--- config.mk ---
export PLATFORM = sky130hd
export DESIGN_NAME = semn_ctrl
export DESIGN_NICKNAME = d
export VERILOG_FILES = /design/src/hw/rtl/semn_pkg.sv /design/src/hw/rtl/semn_ctrl.sv
export SDC_FILE = /design/constraint.sdc
export NUM_CORES = 1
export LEC_CHECK = 0
export BUFFER_PORTS_ARGS = -buffer_cell sky130_fd_sc_hd__buf_2
export CORE_AREA = 2 2 39 41
export CTS_CLUSTER_SIZE = 28
export DETAILED_ROUTE_END_ITERATION = 7
export DIE_AREA = 0 0 41 43
export HOLD_SLACK_MARGIN = 0.03
export PLACE_DENSITY = 0.49
export SYNTH_ARGS = -nofsm -noshare
export SYNTH_HDL_FRONTEND = slang
export SYNTH_SLANG_ARGS = --single-unit
--- constraint.sdc ---
create_clock -name aclk -period 1.4 [get_ports aclk]
set_input_delay 0.28 -clock aclk [delete_from_list [all_inputs] [get_ports aclk]]
set_output_delay 0.28 -clock aclk [all_outputs]
set_load 0.01 [all_outputs]
--- src/hw/rtl/semn_pkg.sv ---
// Package for the Sobel edge magnitude block: payload structs, controller
// states, command/status structs and shared constants. No dependencies.
package semn_pkg;

    localparam int MAX_WIDTH  = 256;
    localparam int MAX_HEIGHT = 256;
    localparam int COL_W      = $clog2(MAX_WIDTH);
    localparam int ROW_W      = $clog2(MAX_HEIGHT);
    localparam int ADDR_W     = COL_W + ROW_W;
    localparam int SUM_W      = 11;
    localparam int DIM_W      = 9;
    localparam logic [17:0] SCALE = 18'd260100;

    localparam logic REG_WIDTH  = 1'b0;
    localparam logic REG_HEIGHT = 1'b1;

    localparam logic CMD_LOAD  = 1'b0;
    localparam logic CMD_FETCH = 1'b1;

    typedef struct packed {
        logic       cmd;
        logic [7:0] pixel;
    } in_item_t;

    typedef struct packed {
        logic [7:0] edge_value;
        logic       last;
        logic       not_ready;
    } out_item_t;

    typedef enum logic [2:0] {
        ST_IDLE,
        ST_READ,
        ST_SEARCH,
        ST_HOLD
    } ctrl_state_t;

    typedef struct packed {
        logic restart;
        logic load;
        logic fetch_rd;
        logic search_init;
        logic search_step;
    } dp_cmd_t;

    typedef struct packed {
        logic complete;
        logic search_done;
    } dp_status_t;

endpackage

--- src/hw/rtl/semn_ctrl.sv ---
// Controller state machine: handshakes and datapath sequencing.
// Depends on semn_pkg.
module semn_ctrl (
    input  logic                 aclk,
    input  logic                 aresetn,
    input  logic                 s_valid,
    output logic                 s_ready,
    input  semn_pkg::in_item_t   item,
    output logic                 m_valid,
    input  logic                 m_ready,
    output logic                 m_not_ready,
    output semn_pkg::dp_cmd_t    cmd,
    input  semn_pkg::dp_status_t status
);
    import semn_pkg::*;

    ctrl_state_t state_reg, state_next;
    logic nr_reg, nr_next;

    always_ff @(posedge aclk) begin
        if (!aresetn) begin
            state_reg <= ST_IDLE;
            nr_reg    <= 1'b0;
        end else begin
            state_reg <= state_next;
            nr_reg    <= nr_next;
        end
    end

    always_comb begin
        state_next = state_reg;
        nr_next    = nr_reg;
        cmd        = '0;
        s_ready    = 1'b0;
        m_valid    = 1'b0;
        unique case (state_reg)
            ST_IDLE: begin
                s_ready = 1'b1;
                if (s_valid) begin
                    if (item.cmd == CMD_LOAD) begin
                        cmd.load    = 1'b1;
                        cmd.restart = status.complete;
                    end else if (!status.complete) begin
                        nr_next    = 1'b1;
                        state_next = ST_HOLD;
                    end else begin
                        cmd.fetch_rd = 1'b1;
                        nr_next      = 1'b0;
                        state_next   = ST_READ;
                    end
                end
            end
            ST_READ: begin
                cmd.search_init = 1'b1;
                state_next      = ST_SEARCH;
            end
            ST_SEARCH: begin
                cmd.search_step = 1'b1;
                if (status.search_done) state_next = ST_HOLD;
            end
            ST_HOLD: begin
                m_valid = 1'b1;
                if (m_ready) state_next = ST_IDLE;
            end
            default: state_next = ST_IDLE;
        endcase
    end

    assign m_not_ready = nr_reg;

`ifndef SYNTHESIS
    a_no_overlap: assert property (@(posedge aclk) disable iff (!aresetn)
        !(s_ready && m_valid)) else $error("input taken while result pending");
    a_search_ends: assert property (@(posedge aclk) disable iff (!aresetn)
        (state_reg == ST_READ) |=> (state_reg == ST_SEARCH))
        else $error("read not followed by search");
    a_fetch_nr: assert property (@(posedge aclk) disable iff (!aresetn)
        (s_valid && s_ready && item.cmd == CMD_FETCH && !status.complete)
        |=> (m_valid && m_not_ready)) else $error("early fetch not flagged");
`endif
endmodule

==> results.json, run 1 <==
{
  "hold_start": "aresetn",
  "ant_nets": 0,
  "portBuffers": 14,
  "start_kind": "flip-flop",
  "status": "finished with violations",
  "clock-sinks": 3,
  "dr.first_iter.drc_count": 4,
  "min_path_cells": 3,
  "fillCellCount": 145,
  "gp_congestion": 0.671,
  "yosysSeqAreaShare_pct": 20.6,
  "dpl_worst_slack_ns": 0.0931,
  "slowest_delay_ns": 0.32,
  "post_drt_wl_per_cell_um": 10.1,
  "critPathBufInv": 2,
  "fp.dieH_um": 43,
  "period_minus_slack_ns": 1.42,
  "via_per_inst": 4.28,
  "syn_inst": 33,
  "required_ns": 1.12,
  "peakVddDrop_mv": 0.631,
  "end_kind": "output pin",
  "finalSetupViolCount": 1,
  "grt_max_degree": 6,
  "worst_pin_slew_ns": 0.231,
  "cp_max_fo": 2,
  "rsz0062_at_grt": "yes",
  "drive_gt1_share_pct": 57.1,
  "post-route-drc-count": 0,
  "crit_cells": 6,
  "avgSynthCellArea_um2": 8.83,
  "r2r_cells": 6,
  "vias": 308,
  "crit_path_cell_trace": "inv_2, ha_4, nand2_4, nor2_4, and2_1, buf_2",
  "final_cell_mix": "14 x buf_2, 6 x ha_1, 5 x buf_4",
  "startpoint": "state_reg[0]",
  "criticalPathCategory": "flip-flop to output pin",
  "rows": 14,
  "r2r-start": "state_reg[0]",
  "largest_reg_flops": 2,
  "yosysWarnings": 0,
  "p_leak_nw": 0.247,
  "clock_latency_ns": 0.23,
  "initial_core_util_pct": 21.1,
  "cts_made_buffers": 3,
  "yosysTopAreaCellShare_pct": 30.0,
  "hp-class": "input port to flip-flop",
  "area_delta_synth_final_pct": 63.1,
  "ff_latch_area_um2": 62.6,
  "violations": "negative setup slack",
  "multiInputGateArea_um2": 244,
  "cts.path.max_buffers": 2,
  "finalCritPeriodShare_pct": 102,
  "cts_tree": "yes",
  "drv_cap": 0,
  "nNetsFinal": 79,
  "finalNonFillerCells": 72,
  "cp_top_family": "flip-flops",
  "wl_um": 729,
  "fp.dieW_um": 41,
  "relSlewSlack_pct": 84.6,
  "critPathSlowestCell": "dfxtp_2",
  "finalHoldViolCount": 0,
  "core-area_um2": 1380,
  "antenna_found_initial": 0,
  "cellPowerDensity_nw_per_um2": 1980,
  "antennaDiodeCount": 0,
  "overflow": 0,
  "track_usage_pct": 10.1,
  "cp.arrival_ns": 1.14,
  "synth_seq_cells": 3,
  "final_common_cell": "buf_2",
  "dp_cells": 66,
  "grt_pass1_wl_um": 1170,
  "hpwl_um": 521,
  "syn_nets": 55,
  "grt_pass1_vias": 315,
  "final.setup.worst_slack_ns": -0.0223,
  "yosysTopAreaCell": "ha_1",
  "clkSlewWorstSetupHoldPaths_ns": 0.04,
  "firstDrtPassIters": 4,
  "synth_area_leaders": "ha_1 30%, dfxtp_1 21%, mux2i_1 6.9%",
  "synth_cell_type_count": 16,
  "dieArea_um2": 1760,
  "pin_count": 23,
  "cts_max_level": 1,
  "finClkSkew_ns": 0.000992,
  "root_buffer": "clkbuf_4",
  "synth.cell_area_um2": 292,
  "drv_slew": 0,
  "clock.fmax_mhz": 703
}
==> power by group <==
group	internal, mW	switching, mW	total, mW
Sequential	0.125	0.0209	0.146
Combinational	0.324	0.315	0.639
Clock	0.107	0.0490	0.156
Total	0.556	0.385	0.940
==> worst register-to-register path, stage by stage (launching register included) <==
cell and delay, ns:
dfxtp_2 0.32, inv_2 0.07, ha_4 0.15, buf_4 0.12, or2b_1 0.23, o2111ai_2 0.11
mux2i_1 0.22
==> cell usage after synthesis <==
cell / n
a31o_2: 1
o2111ai_2: 1
ha_1: 7
nand2b_2: 1
or2b_1: 1
and2_1: 1
nand2_1: 4
and3_1: 1
mux2i_1: 2
dfxtp_1: 3
inv_1: 4
nor2b_1: 1
nand4_1: 1
nand2b_1: 1
nor2_1: 2
o211ai_1: 2
==> through the flow <==
stage | power, mW | TNS [ns] | cell area, µm² | utilization [%] | hold slack, ns
2_1_floorplan | 0.472 | 0 | 294 | - | 0.426
3_3_place_gp | 0.665 | 0 | 407 | 29.4 | 0.565
3_5_place_dp | 0.656 | 0 | 407 | 29.4 | 0.568
4_1_cts | 0.912 | -0.0157 | 465 | 33.6 | 0.334
5_1_grt | 1.03 | -0.0902 | 475 | 34.4 | 0.363
6_report | 0.940 | -0.0223 | 475 | 34.4 | 0.335
==> layer usage <==
layer  wire, µm  up-vias  global-route usage, %
met5          0        -                      0
met4          0        0                   8.00
met3         58        0                   3.14
met2        364       17                   16.6
met1        306      136                   9.58
li1           -      155                      -
==> cell families (layout without fill, tap and decap cells) <==
family / count (synthesis) / in the layout / share of synthesized area, %
compound gates: 4 / 4 / 13.3
flops: 3 / 3 / 20.6
fa+ha+maj: 7 / 7 / 30.0
mux: 2 / 2 / 6.87
buf+inv: 4 / 27 / 5.15
simple gates: 13 / 13 / 24.0
==> path summary, 6_finish.rpt <==
check	endpoint	slack [ns]
setup reg to reg	state_reg[0]	0.10
hold reg to reg	m_not_ready	0.58
hold / removal	state_reg[1]	0.33
setup / recovery	cmd[4]	-0.02
==> repair_timing <==
action | 4_1_cts | 5_1_grt
setup buffers | 2 | 0
setup endpoints to repair | 3 | 1
resized for setup | 7 | 2
hold buffers | 0 | 0
pin swaps | 2 | 3
==> layout make-up <==
class,instances,share of cell area (%)
multi-input cells,26,51.3
well taps,16,4.21
repair buffers,19,22.6
clock buffers,4,5.53
flip-flops and latches,3,13.2
inverters,4,3.16
Note: power is estimated with default switching activity, not from simulation.
==> run 2: changes to the inputs <==
BUFFER_PORTS_ARGS = -buffer_cell sky130_fd_sc_hd__clkbuf_2   (was -buffer_cell sky130_fd_sc_hd__buf_2)
==> run 2 against run 1 <==
The run still ends with negative setup slack left. Utilization up 0.72 points. Non-clock buffer count up 1. Clock-buffer cell count unchanged. Cell count up 1.4%. Register-to-register slack better by 0.03 ns. Wire length down 3.3%. Maximum frequency down 0.34%. Global-route usage down 0.70 points. Clock power down 7%. Sequential cell count unchanged. Sequential share of layout area down 0.27 points. Critical path depth unchanged.
==> results.json, run 2 (synthesized netlist as in run 1, its figures left out) <==
{
  "finalNonFillerCells": 73,
  "period_minus_slack_ns": 1.43,
  "final_cell_mix": "13 x clkbuf_2, 6 x ha_1, 6 x buf_4",
  "cts_max_level": 1,
  "cts_tree": "yes",
  "dieArea_um2": 1760,
  "drv_slew": 0,
  "rsz0062_at_grt": "yes",
  "firstDrtPassIters": 4,
  "placed_area_um2": 407,
  "end_kind": "output pin",
  "root_buffer": "clkbuf_4",
  "clock-sinks": 3,
  "slowest_delay_ns": 0.31,
  "vias": 302,
  "post-route-drc-count": 0,
  "finClkSkew_ns": 0.000599,
  "final.setup.worst_slack_ns": -0.0272,
  "status": "finished with violations",
  "finalCritPeriodShare_pct": 102,
  "criticalPathCategory": "flip-flop to output pin",
  "critPathSlowestCell": "dfxtp_2",
  "worst_pin_slew_ns": 0.235,
  "wl_um": 705,
  "track_usage_pct": 9.42,
  "hp-class": "input port to flip-flop",
  "dr.first_iter.drc_count": 14,
  "fp.dieW_um": 41,
  "overflow": 0,
  "rows": 14,
  "grt_pass1_wl_um": 1100,
  "ctsHoldBuffers": 0,
  "relSlewSlack_pct": 84.4,
  "antennaDiodeCount": 0,
  "start_kind": "flip-flop",
  "pin_count": 23,
  "hold_ws_ns": 0.354,
  "antenna_found_initial": 0,
  "required_ns": 1.12,
  "fp.dieH_um": 43,
  "fillCellCount": 145,
  "multiInputGateArea_um2": 244,
  "p_leak_nw": 0.250,
  "gp_congestion": 0.702,
  "finalSetupViolCount": 2,
  "critPathBufInv": 2,
  "cellPowerDensity_nw_per_um2": 1990,
  "final_common_cell": "clkbuf_2",
  "cts.path.max_buffers": 2,
  "finalHoldViolCount": 0,
  "cp.arrival_ns": 1.15,
  "cts_made_buffers": 3,
  "drive_gt1_share_pct": 57.9,
  "initial_core_util_pct": 21.1,
  "grt_pass1_vias": 306,
  "clock_latency_ns": 0.23,
  "ff_latch_area_um2": 62.6,
  "dpl_worst_slack_ns": 0.0835,
  "cp_max_fo": 3,
  "dp_cells": 66,
  "report.power.total_mw": 0.968,
  "via_per_inst": 4.14,
  "design_area_um2": 485,
  "ant_nets": 0,
  "grt_max_degree": 6,
  "peakVddDrop_mv": 0.849,
  "crit_path_cell_trace": "inv_2, ha_4, nand2_4, nor2_4, and2_1, buf_2",
  "post_drt_wl_per_cell_um": 9.66,
  "clkSlewWorstSetupHoldPaths_ns": 0.03,
  "drv_cap": 0,
  "core-area_um2": 1380,
  "violations": "negative setup slack",
  "nNetsFinal": 80,
  "hpwl_um": 548,
  "clock.fmax_mhz": 701,
  "area_delta_synth_final_pct": 66.5,
  "cp_top_family": "flip-flops",
  "portBuffers": 14,
  "largest_reg_flops": 2
}
-- run 2: cell type report --
| cell class | instances | area share (%) |
|---|---|---|
| clock buffer | 4 | 5.41 |
| multi-input combinational | 26 | 50.3 |
| sequential | 3 | 12.9 |
| inverter | 4 | 3.61 |
| timing repair buffer | 20 | 23.7 |
| tap | 16 | 4.12 |
-- run 2: timing repair --
item                       4_1_cts  5_1_grt
setup buffers                    2        1
gates resized for setup          8        3
pin swaps                        1        3
setup endpoints to repair        4        2
-- run 2: worst paths after layout --
| path | startpoint | endpoint | slack (ns) | cells past startpoint |
|---|---|---|---|---|
| max | state_reg[1] | cmd[4] | -0.03 | 6 |
| min | aresetn | state_reg[1] | 0.35 | 3 |
| max reg2reg | state_reg[0] | state_reg[0] | 0.13 | 6 |
| min reg2reg | m_not_ready | m_not_ready | 0.58 | 2 |
-- run 2: routing by layer --
layer  routed length, µm  GRT usage (%)  part of all wire (%)
met4                   0           4.00                     0
met5                   0              0                     0
met3                  65           6.28                   9.2
met1                 314           9.90                    45
met2                 325           14.1                    46
-- run 2: metrics by stage --
step	util [%]	setup TNS, ns
finish	35.1	-0.0489
global route	35.1	-0.156
CTS	33.8	-0.0181
detailed placement	29.4	0
global placement	29.4	0
floorplan	-	0
-- run 2: worst min-delay path, stage by stage --
cell and delay, ns:
clkbuf_2 0.12, nand2_1 0.07, mux2i_1 0.06
-- run 2: where the power goes --
part           internal (mW)  total (mW)  switching (mW)
Combinational          0.352       0.671           0.319
Clock                  0.106       0.145          0.0388
Sequential             0.125       0.151          0.0260
Total                  0.583       0.968           0.384
